`src/rtl/irdl_pkg.sv`:
```
// ----------------------------------------------------------------------------
// irdl_pkg
// Shared types, calibration tables and constants of the IR distance
// linearizer.
// ----------------------------------------------------------------------------
package irdl_pkg;

  localparam int LANES       = 4;
  localparam int SAMPLE_W    = 12;                    // width of one ADC sample port
  localparam int SAMPLE_BITS = 12;                    // significant bits of a sample
  localparam int DIST_W      = 6;                     // width of one distance port
  localparam int TABLE_CAP   = 16;                    // entries in each table
  localparam int TBL_IDX_W   = 4;                     // index width of a table
  localparam int DIV_W       = 10;                    // width of a segment divisor
  localparam int PROD_W      = SAMPLE_W + 3;          // 5 * (point - sample)
  localparam int QUOT_BITS   = 3;                     // interpolation term, at most 5
  localparam int DSUM_W      = 7;                     // distance before masking
  localparam int BASE_CM     = 10;
  localparam int STEP_CM     = 5;

  typedef logic [SAMPLE_W-1:0]  sample_t;
  typedef logic [DIST_W-1:0]    dist_t;
  typedef logic [TBL_IDX_W-1:0] idx_t;
  typedef logic [DIV_W-1:0]     div_t;
  typedef logic [PROD_W-1:0]    prod_t;
  typedef logic [QUOT_BITS-1:0] quot_t;
  typedef logic [DSUM_W-1:0]    dsum_t;

  localparam sample_t SAMPLE_MASK = sample_t'((1 << SAMPLE_BITS) - 1);

  // Calibration points, descending, 5 cm apart starting at 10 cm.
  localparam sample_t CAL_POINTS [TABLE_CAP] = '{
    12'd2822, 12'd1979, 12'd1570, 12'd1282, 12'd1114, 12'd941, 12'd848, 12'd748,
    12'd675,  12'd0,    12'd0,    12'd0,    12'd0,    12'd0,   12'd0,   12'd0
  };

  // Divisor of each segment; zero beyond the calibrated range.
  localparam div_t SEG_DIVISOR [TABLE_CAP] = '{
    10'd843, 10'd409, 10'd289, 10'd167, 10'd173, 10'd93, 10'd100, 10'd73,
    10'd0,   10'd0,   10'd0,   10'd0,   10'd0,   10'd0,  10'd0,   10'd0
  };

  // Load enables of the four pipeline stages, shared by all lanes.
  typedef struct packed {
    logic s1;
    logic s2;
    logic s3;
    logic s4;
  } irdl_stage_en_t;

endpackage

```
`src/rtl/ir_distance_linearizer.sv`:
```
// ----------------------------------------------------------------------------
// ir_distance_linearizer
// Converts four infrared ADC samples per transfer into distances in cm.
// ----------------------------------------------------------------------------
// Each transfer carries four 12-bit samples; each lane places its sample in
// a descending calibration table and interpolates linearly inside the
// segment, giving 10 cm above the first point and 50 cm at or below the last
// one. The block takes one transfer per clock while in_ready_o is high and
// passes each through the four register stages of every lane: segment
// search, divisor lookup with numerator, a three-step restoring division,
// and the final sum in the output register. Stages hold independently, so
// a stalled output only fills empty stages behind it and new transfers keep
// coming in until the pipeline is full. Results leave in input order, one
// per input transfer.
module ir_distance_linearizer import irdl_pkg::*; #(
  parameter int TABLE_POINTS = 9
) (
  input  logic    clk_i,
  input  logic    rst_ni,
  input  logic    in_valid_i,
  output logic    in_ready_o,
  input  sample_t sample_0_i,
  input  sample_t sample_1_i,
  input  sample_t sample_2_i,
  input  sample_t sample_3_i,
  output logic    out_valid_o,
  input  logic    out_ready_i,
  output dist_t   distance_0_o,
  output dist_t   distance_1_o,
  output dist_t   distance_2_o,
  output dist_t   distance_3_o
);

  // Valid bit per stage; a stage loads when it is empty or its
  // successor frees it in the same cycle.
  logic           v1_q, v2_q, v3_q, v4_q;
  logic           rdy1, rdy2, rdy3, rdy4;
  irdl_stage_en_t stage_en;

  assign rdy4 = !v4_q || out_ready_i;
  assign rdy3 = !v3_q || rdy4;
  assign rdy2 = !v2_q || rdy3;
  assign rdy1 = !v1_q || rdy2;

  assign in_ready_o  = rdy1;
  assign out_valid_o = v4_q;

  // Load payload only when a valid item moves in.
  assign stage_en.s1 = rdy1 && in_valid_i;
  assign stage_en.s2 = rdy2 && v1_q;
  assign stage_en.s3 = rdy3 && v2_q;
  assign stage_en.s4 = rdy4 && v3_q;

  always_ff @(posedge clk_i or negedge rst_ni) begin
    if (!rst_ni) begin
      v1_q <= 1'b0;
      v2_q <= 1'b0;
      v3_q <= 1'b0;
      v4_q <= 1'b0;
    end else begin
      if (rdy1) v1_q <= in_valid_i;
      if (rdy2) v2_q <= v1_q;
      if (rdy3) v3_q <= v2_q;
      if (rdy4) v4_q <= v3_q;
    end
  end

  // Lanes share the stage enables; each owns its sample and result port.
  sample_t lane_smp  [LANES];
  dist_t   lane_dist [LANES];

  assign lane_smp[0] = sample_0_i;
  assign lane_smp[1] = sample_1_i;
  assign lane_smp[2] = sample_2_i;
  assign lane_smp[3] = sample_3_i;

  for (genvar g = 0; g < LANES; g++) begin : g_lane
    irdl_lane #(
      .TABLE_POINTS(TABLE_POINTS)
    ) u_lane (
      .clk_i     (clk_i),
      .en_i      (stage_en),
      .sample_i  (lane_smp[g]),
      .distance_o(lane_dist[g])
    );
  end

  assign distance_0_o = lane_dist[0];
  assign distance_1_o = lane_dist[1];
  assign distance_2_o = lane_dist[2];
  assign distance_3_o = lane_dist[3];

endmodule

```
`src/rtl/irdl_lane.sv`:
```
// ----------------------------------------------------------------------------
// irdl_lane
// Datapath of one sensor lane: segment search, numerator, short restoring
// division and output sum, one register stage each.
// ----------------------------------------------------------------------------
module irdl_lane import irdl_pkg::*; #(
  parameter int TABLE_POINTS = 9
) (
  input  logic           clk_i,
  input  irdl_stage_en_t en_i,
  input  sample_t        sample_i,
  output dist_t          distance_o
);

  localparam int SEG_W     = $clog2(TABLE_POINTS + 1);
  localparam int SAT_HI_CM = BASE_CM + STEP_CM * (TABLE_POINTS - 1);

  // Stage 1: count leading table points the sample is at or below
  sample_t          s1_smp_d, s1_smp_q;
  logic [SEG_W-1:0] s1_seg_d, s1_seg_q;

  always_comb begin
    s1_smp_d = sample_i & SAMPLE_MASK;
    s1_seg_d = SEG_W'(TABLE_POINTS);
    for (int i = TABLE_POINTS - 1; i >= 0; i--) begin
      if (s1_smp_d > CAL_POINTS[i]) s1_seg_d = SEG_W'(i);
    end
  end

  always_ff @(posedge clk_i) begin
    if (en_i.s1) begin
      s1_smp_q <= s1_smp_d;
      s1_seg_q <= s1_seg_d;
    end
  end

  // Stage 2: look up the segment, form 5 * (point - sample)
  idx_t    s2_lo_d, s2_lo_q;
  sample_t s2_diff;
  prod_t   s2_prod_d, s2_prod_q;
  div_t    s2_div_d, s2_div_q;
  logic    s2_sat_lo_d, s2_sat_lo_q;
  logic    s2_sat_hi_d, s2_sat_hi_q;

  always_comb begin
    s2_lo_d     = TBL_IDX_W'(s1_seg_q - SEG_W'(1));
    s2_diff     = CAL_POINTS[s2_lo_d] - s1_smp_q;
    s2_prod_d   = (PROD_W'(s2_diff) << 2) + PROD_W'(s2_diff);
    s2_div_d    = SEG_DIVISOR[s2_lo_d];
    s2_sat_lo_d = (s1_seg_q == '0);
    s2_sat_hi_d = (s1_seg_q == SEG_W'(TABLE_POINTS));
  end

  always_ff @(posedge clk_i) begin
    if (en_i.s2) begin
      s2_lo_q     <= s2_lo_d;
      s2_prod_q   <= s2_prod_d;
      s2_div_q    <= s2_div_d;
      s2_sat_lo_q <= s2_sat_lo_d;
      s2_sat_hi_q <= s2_sat_hi_d;
    end
  end

  // Stage 3: restoring division, one quotient bit per step
  prod_t s3_rem;
  prod_t s3_trial;
  quot_t s3_quot_d, s3_quot_q;
  idx_t  s3_lo_q;
  logic  s3_sat_lo_q, s3_sat_hi_q;

  always_comb begin
    s3_rem    = s2_prod_q;
    s3_quot_d = '0;
    for (int b = QUOT_BITS - 1; b >= 0; b--) begin
      s3_trial = PROD_W'(s2_div_q) << b;
      if (s3_rem >= s3_trial) begin
        s3_rem       = s3_rem - s3_trial;
        s3_quot_d[b] = 1'b1;
      end
    end
    // a zero divisor contributes no interpolation term
    if (s2_div_q == '0) s3_quot_d = '0;
  end

  always_ff @(posedge clk_i) begin
    if (en_i.s3) begin
      s3_quot_q   <= s3_quot_d;
      s3_lo_q     <= s2_lo_q;
      s3_sat_lo_q <= s2_sat_lo_q;
      s3_sat_hi_q <= s2_sat_hi_q;
    end
  end

  // Stage 4: base + 5 * segment + term, saturated at both ends
  dsum_t s4_sum;
  dist_t s4_dist_d, s4_dist_q;

  always_comb begin
    if (s3_sat_lo_q) begin
      s4_sum = DSUM_W'(BASE_CM);
    end else if (s3_sat_hi_q) begin
      s4_sum = DSUM_W'(SAT_HI_CM);
    end else begin
      s4_sum = DSUM_W'(BASE_CM) + (DSUM_W'(s3_lo_q) << 2) + DSUM_W'(s3_lo_q)
             + DSUM_W'(s3_quot_q);
    end
    s4_dist_d = s4_sum[DIST_W-1:0];
  end

  always_ff @(posedge clk_i) begin
    if (en_i.s4) s4_dist_q <= s4_dist_d;
  end

  assign distance_o = s4_dist_q;

endmodule

```
`config.mk`:
```
export PLATFORM = sky130hd
export DESIGN_NAME = ir_distance_linearizer
export DESIGN_NICKNAME = d
export VERILOG_FILES = /design/src/rtl/irdl_pkg.sv /design/src/rtl/ir_distance_linearizer.sv /design/src/rtl/irdl_lane.sv
export SDC_FILE = /design/constraint.sdc
export NUM_CORES = 1
export LEC_CHECK = 0
export BUFFER_PORTS_ARGS = -buffer_cell sky130_fd_sc_hd__buf_2
export CORE_MARGIN = 3
export CORE_UTILIZATION = 64
export CTS_CLUSTER_DIAMETER = 60
export DETAILED_ROUTE_END_ITERATION = 8
export PLACE_DENSITY = 0.87
export RECOVER_POWER = 25
export SYNTH_ARGS = -nofsm -noshare
export SYNTH_HDL_FRONTEND = slang
export SYNTH_SLANG_ARGS = --single-unit
```
`constraint.sdc`:
```
create_clock -name clk_i -period 7.5 [get_ports clk_i]
set_input_delay 0.375 -clock clk_i [delete_from_list [all_inputs] [get_ports clk_i]]
set_output_delay 0.375 -clock clk_i [all_outputs]
set_load 0.05 [all_outputs]
```
After elaboration in Yosys (flattened, before gate mapping)
Memory sizes are Yosys's and may differ from the RTL's. A register that Yosys moved wholly into a read port is not among the register bits.
Index checks and enable logic that the tools add are counted.

storage, ports and cells
  bits in registers = 212
  memory bits (read-only) = 1,408
  word-level logic and storage cells = 264
  memories kept = 8

memory list
  memory           words  bits a word  read ports  clocked after memory_dff  write ports  RTL line         RTL
  (no name shown)  16     12           1           0                         0            irdl_lane.sv:47  s2_diff = CAL_POINTS[s2_lo_d] - s1_smp_q;
  (no name shown)  16     12           1           0                         0            irdl_lane.sv:47
  (no name shown)  16     12           1           0                         0            irdl_lane.sv:47
  (no name shown)  16     12           1           0                         0            irdl_lane.sv:47
  (no name shown)  16     10           1           1                         0            irdl_lane.sv:49  s2_div_d = SEG_DIVISOR[s2_lo_d];
  (no name shown)  16     10           1           1                         0            irdl_lane.sv:49
  2 more memories  --     --           --          --                        --           --

operators by class
  add/subtract/negate cells = 32
  $lt $le $gt $ge = 52
  equality and inequality tests = 4
  mux-type cells = 64
  bitwise logic cells = 4
  reductions and logical operators = 36

operators with widths
  operator                                                          number
  greater-than comparator 12 x 10 -> 1 bit (second input constant)  16
  greater-than comparator 12 x 11 -> 1 bit (second input constant)  16
  two-way mux 15 bit                                                8
  two-way mux 12 bit                                                8
  adder 14 x 12 -> 15 bit                                           4
  >= comparator 15 x 10 -> 1 bit                                    4
  >= comparator 15 x 11 -> 1 bit                                    4
  >= comparator 15 x 12 -> 1 bit                                    4
  subtractor 15 x 11 -> 15 bit                                      4
  subtractor 15 x 12 -> 15 bit                                      4
  greater-than comparator 12 bit (second input constant)            4
  two-way mux 3 bit                                                 16
  subtractor 12 bit                                                 4
  logical NOT 10 bit                                                4
  OR reduction 8 bit                                                4
  adder 4 x 6 -> 6 bit (first input constant)                       4
  adder 6 x 3 -> 6 bit                                              4
  adder 6 x 4 -> 6 bit                                              4
  two-way mux 6 bit                                                 4
  >= comparator 5 bit (second input constant)                       4
  two-way mux 1 bit                                                 20
  inverter 4 -> 5 bit                                               4
  == test 4 bit (second input constant)                             4
  logical NOT 4 bit                                                 4
  other kinds (7)                                                   36

Logic depth before layout (Yosys ltp)
  depth after elaboration = 9
  mapped depth = 29
  depth with buffers taken out = 29

Modules after synthesis
A second synthesis with hierarchy kept.

second synthesis, totals
  cells, all modules = 2,172
  area total of the unflattened synthesis = 21,069.0 um^2

modules (own cells, without submodules)
  module                             instances  cells each  area an instance (um^2)
  irdl_lane at g_lane[1].u_lane ...  2          541         5,213.8
  irdl_lane at g_lane[0].u_lane      1          539         5,292.6
  irdl_lane at g_lane[3].u_lane      1          535         5,165.0
  ir_distance_linearizer             1          16          183.9

Least setup slack after synthesis
Ideal clock, no wire load.

  kind = reg2reg
  start point = reg g_lane[3].u_lane.s2_div_q[8]
  end point = reg g_lane[3].u_lane.s3_quot_q[0], data pin
  setup time = 0.275 ns
  data arrival time = 5.716 ns
  path slack = 1.509 ns
  stages on the path, launching flop included = 30
  path buffers = 2
  path through = edfxtp_1 > inv_1 > ha_1 > buf_2 > nand4_2 > or4_4 > o221a_4 > nand2_8 > clkbuf_1 > nor2_1 > a21oi_1 > ha_1 > nor2b_1 > o31a_1 > o311a_1 > o21ai_0 > nand2_1 > a21oi_1 > nand3_1 > nor2_4 > mux2i_1 > ha_1 > a21o_1 > a21o_1 > a211oi_1 > o21ai_0 > o211ai_1 > a21oi_1 > a2111oi_1 > a31oi_1

between the ends
  word-level cells in the longest chain between the ends = 6
  elaborated cells on any way between the ends = 9
  classes of those cells = add/sub (2); order compare (3); mux (3); reduce/logical (1)

ends and longest elaborated chain
  what                                                                            RTL line                          RTL
  start, declared                                                                 irdl_lane.sv:41                   div_t s2_div_d, s2_div_q;
  subtractor 15 x 12 -> 15 bit or >= comparator 15 x 12 -> 1 bit (tied branches)  irdl_lane.sv:77, irdl_lane.sv:76
  two-way mux 15 bit                                                              irdl_lane.sv:76                   if (s3_rem >= s3_trial) begin
  subtractor 15 x 11 -> 15 bit or >= comparator 15 x 11 -> 1 bit (tied branches)  irdl_lane.sv:77, irdl_lane.sv:76
  two-way mux 15 bit                                                              irdl_lane.sv:76
  >= comparator 15 x 10 -> 1 bit                                                  irdl_lane.sv:76
  two-way mux 1 bit                                                               irdl_lane.sv:76
  end signal, assigned                                                            irdl_lane.sv:87                   s3_quot_q <= s3_quot_d;
  end, declared                                                                   irdl_lane.sv:67                   quot_t s3_quot_d, s3_quot_q;

Parallel ways exist; a longest one is shown, timed or not.
A chain may end at the register's enable or synchronous reset.

Worst setup path after layout
  start point = reg g_lane[0].u_lane.s2_div_q[1]
  end point = reg g_lane[0].u_lane.s3_quot_q[0], data pin

between the ends
  word-level cells in the longest chain between the ends = 6
  elaborated cells on any way between the ends = 9
  classes of those cells = add/sub (2); order compare (3); mux (3); reduce/logical (1)

ends and longest elaborated chain
  what                                                                            RTL line
  start, declared                                                                 irdl_lane.sv:41
  subtractor 15 x 12 -> 15 bit or >= comparator 15 x 12 -> 1 bit (tied branches)  irdl_lane.sv:77, irdl_lane.sv:76
  two-way mux 15 bit                                                              irdl_lane.sv:76
  subtractor 15 x 11 -> 15 bit or >= comparator 15 x 11 -> 1 bit (tied branches)  irdl_lane.sv:77, irdl_lane.sv:76
  two-way mux 15 bit                                                              irdl_lane.sv:76
  >= comparator 15 x 10 -> 1 bit                                                  irdl_lane.sv:76
  two-way mux 1 bit                                                               irdl_lane.sv:76
  end signal, assigned                                                            irdl_lane.sv:87
  end, declared                                                                   irdl_lane.sv:67

Parallel ways exist; a longest one is shown, timed or not.

==> flow_summary.toml <==
[status]
status = "finished with violations"
violations = "max-capacitance violations, max-slew violations"

[global_route]
grt_max_degree = 94
grt_pass1_vias = 17000
gr-usage-all-layers_pct = 26.6
grt_pass1_wl_um = 79800
antenna_found_initial = 0
overflow = 0

[place]
io_buffers = 77
hpwl_um = 37000
place_congestion = 0.929

[synth]
ys_ff_latch = 252
netlist_instances = 2246
synth_area_leaders = "edfxtp_1 35%, ha_1 15%, xnor2_1 4.3%"
synthArstFlopShare_pct = 1.59
synthDistinctLibCells = 96
syn_avg_cell_area_um2 = 9.51
yosysMostFrequentCell = "ha_1"
ys.flop_type = "edfxtp_1"
yosysSeqAreaShare_pct = 35.3
ys_warn_count = 0
syn-cell-area_um2 = 21400
synth_top_area_share_pct = 34.9
synth_top_area_cell = "edfxtp_1"
yosys-top-cells-count = "252 x ha_1, 248 x edfxtp_1, 221 x inv_1"
synth_nets = 2574
synth_edf_count = 248

[die]
dieArea_um2 = 35600
dieWidth_um = 189
ios = 78
core-area_um2 = 32700
start_util_pct = 65.3
die_h_um = 189
core.rowCount = 66

[setup_path]
path_buf_inv = 3
rrSetupSlack_ps = 750
cp_slowest_cell = "edfxtp_1"
cp_slowest_stage_delay_ps = 480
end_kind = "flip-flop"
worst-setup-path-type = "flip-flop to flip-flop"
cp_top_family = "compound AO/OA/AOI/OAI gates"
worst_r2r_path_depth = 26
r2r-end = "g_lane[0].u_lane.s3_quot_q[0]$_SDFFCE_PN0P_"
arrival_ps = 7060
reg2reg_from = "g_lane[0].u_lane.s2_div_q[1]$_SDFFCE_PN0P_"
cp-start-kind = "flip-flop"
crit_required_ps = 7800
cpMostUsedCell = "ha_1"
cp_max_fo = 13

[cts]
cts_tree = "done"
cts_sinks = 252
cts_buffer_depth = 3
cts_inserted_buffers = 30
cts_setup_buffers = 0
path_clk_slew_ps = 60
htreeDepth = 1
insertion_delay_ps = 550
cts_root_buf = "clkbuf_16"

[min_path]
min_from = "in_valid_i"
hold_path_depth = 2
worstHoldPathType = "primary input to flip-flop"
min_to = "v1_q$_DFFE_PN0N_"

[route]
num_vias = 17400
drtAntennaViolNets = 0
drtPass1Iterations = 8
routed_via_density = 6.26
drcViolationCount = 0
drt-total-wl_um = 48700
drt-initial-drc-count = 1489
wl_per_cell_um = 17.6

[cells_and_area]
fin_nets = 2638
drive_above_1_share_pct = 6.17
utilization_pct = 70.8
area_delta_synth_final_pct = 8.38
fillers = 2411
diodes = 0

[sta]
fmax_mhz = 148
finalClockSkew_ps = 15.3
hold_viol_final = 0
fin_crit_sh_pct = 90.1
setup_viol = 0
worst_pin_slew_ps = 1970
finalSetupTns_ps = 0
slew_headroom_pct = -31.7
finalMaxSlewViolations = 33
fin_crit_ps = 6750
rsz0062_at_grt = "no"

[flow_run]
cap_violations = 1

[power_and_ir_drop]
p_per_area_nw_per_um2 = 514
peakVddDrop_v = 0.000339
power.total_mw = 11.9
leakage_nw = 9.72
[area by class of cell]
cell class,count,area [um^2],share of cell area (%)
multi-input combinational,1717,12800,55.2
sequential,252,7550,32.6
inverter,227,852,3.68
clock buffer,33,783,3.38
tap,442,553,2.39
timing repair buffer,82,358,1.55
clock inverter,22,285,1.23
[per-stage QoR]
stage	std cells	hold slack (ps)	worst slack, ps	cell area (um^2)
2_1_floorplan	2246	79.4	1510	21400
3_3_place_gp	2719	181	1080	22100
3_5_place_dp	2719	186	895	22100
4_1_cts	2775	20.3	884	23200
5_1_grt	2775	33.0	300	23100
6_report	2775	40.5	745	23100
[metal layers]
layer / part of all wire [%] / routed length, um / up-vias / global-route usage (%)
met2: 50 / 24200 / 648 / 47.5
li1: - / - / 8367 / -
met1: 41 / 19800 / 8189 / 32.3
met5: 0 / 0 / - / 0
met3: 5.1 / 2490 / 169 / 3.07
met4: 4.6 / 2260 / 0 / 11.8
[worst max-delay path by stage]
stage | startpoint | cells after the start | endpoint
floorplan | g_lane[3].u_lane.s2_div_q[8]$_SDFFCE_PN0P_ | 29 | g_lane[3].u_lane.s3_quot_q[0]$_SDFFCE_PN0P_
global placement | g_lane[0].u_lane.s2_div_q[1]$_SDFFCE_PN0P_ | 26 | g_lane[0].u_lane.s3_quot_q[0]$_SDFFCE_PN0P_
detailed placement | g_lane[0].u_lane.s2_div_q[1]$_SDFFCE_PN0P_ | 26 | g_lane[0].u_lane.s3_quot_q[0]$_SDFFCE_PN0P_
CTS | g_lane[0].u_lane.s2_div_q[1]$_SDFFCE_PN0P_ | 26 | g_lane[0].u_lane.s3_quot_q[0]$_SDFFCE_PN0P_
global route | g_lane[0].u_lane.s2_div_q[1]$_SDFFCE_PN0P_ | 26 | g_lane[0].u_lane.s3_quot_q[0]$_SDFFCE_PN0P_
finish | g_lane[0].u_lane.s2_div_q[1]$_SDFFCE_PN0P_ | 26 | g_lane[0].u_lane.s3_quot_q[0]$_SDFFCE_PN0P_
[cells in the final DEF (no fill, tap or decap), drive strengths merged, types with 40 or more instances in the layout]
master / count
a21o: 68
a21oi: 139
clkbuf: 87
edfxtp: 248
ha: 252
inv: 224
nand2: 135
nand2b: 40
nand3: 41
nor2: 183
nor2b: 50
nor3: 53
o21ai: 119
xnor2: 107
xor2: 45
[logic make-up after synthesis]
kind of cell / synth area share [%]
simple gates: 15.9
compound gates: 18.1
buf+inv: 4.90
fa+ha+maj: 17.0
flops: 35.3
xor+xnor: 6.27
mux: 2.47
[state kept, by name (all words and copies together), names as in the netlist, 4 cells and up]
name and count:
g_lane.u_lane.s2_prod_q 60, g_lane.u_lane.s1_seg_q 16, g_lane.u_lane.s3_quot_q 12, g_lane.u_lane.s2_sat_lo_q 4, g_lane.u_lane.distance_o 24, g_lane.u_lane.s2_sat_hi_q 4, g_lane.u_lane.s3_sat_hi_q 4, g_lane.u_lane.s3_sat_lo_q 4
g_lane.u_lane.s2_div_q 40, g_lane.u_lane.s1_smp_q 48, g_lane.u_lane.s3_lo_q 16, g_lane.u_lane.s2_lo_q 16
[report_power, final]
group          internal (mW)  total, mW  switching [mW]
combinational           3.50       8.07            4.57
clock                  0.961       1.54           0.581
sequential              2.07       2.29           0.216
total                   6.53       11.9            5.37
[timing repair]
| action | CTS | global route |
|---|---|---|
| hold buffers | 1 | 0 |
| endpoints found under the hold margin | 4 | 0 |
| endpoints found under the setup margin | 0 | 0 |
| gates resized for setup | 0 | 0 |
[worst reg2reg max path: stages, from the launching register on]
cell	delay, ps
edfxtp_1	480
inv_1	160
ha_1	250
nor4b_1	160
a211oi_1	360
o211ai_1	180
a21oi_1	410
buf_4	250
mux2i_1	300
ha_1	320
nor2b_1	160
o31a_1	270
o41ai_1	420
o22ai_1	160
inv_1	110
nand4_1	160
nor2_2	420
o21ai_0	180
ha_1	320
a21o_1	170
a211oi_1	210
o21ai_0	170
o211ai_1	140
a21oi_1	100
nor4b_1	310
nand3b_1	120
o21ba_2	210
No activity file was read; power rests on OpenSTA's default activity.
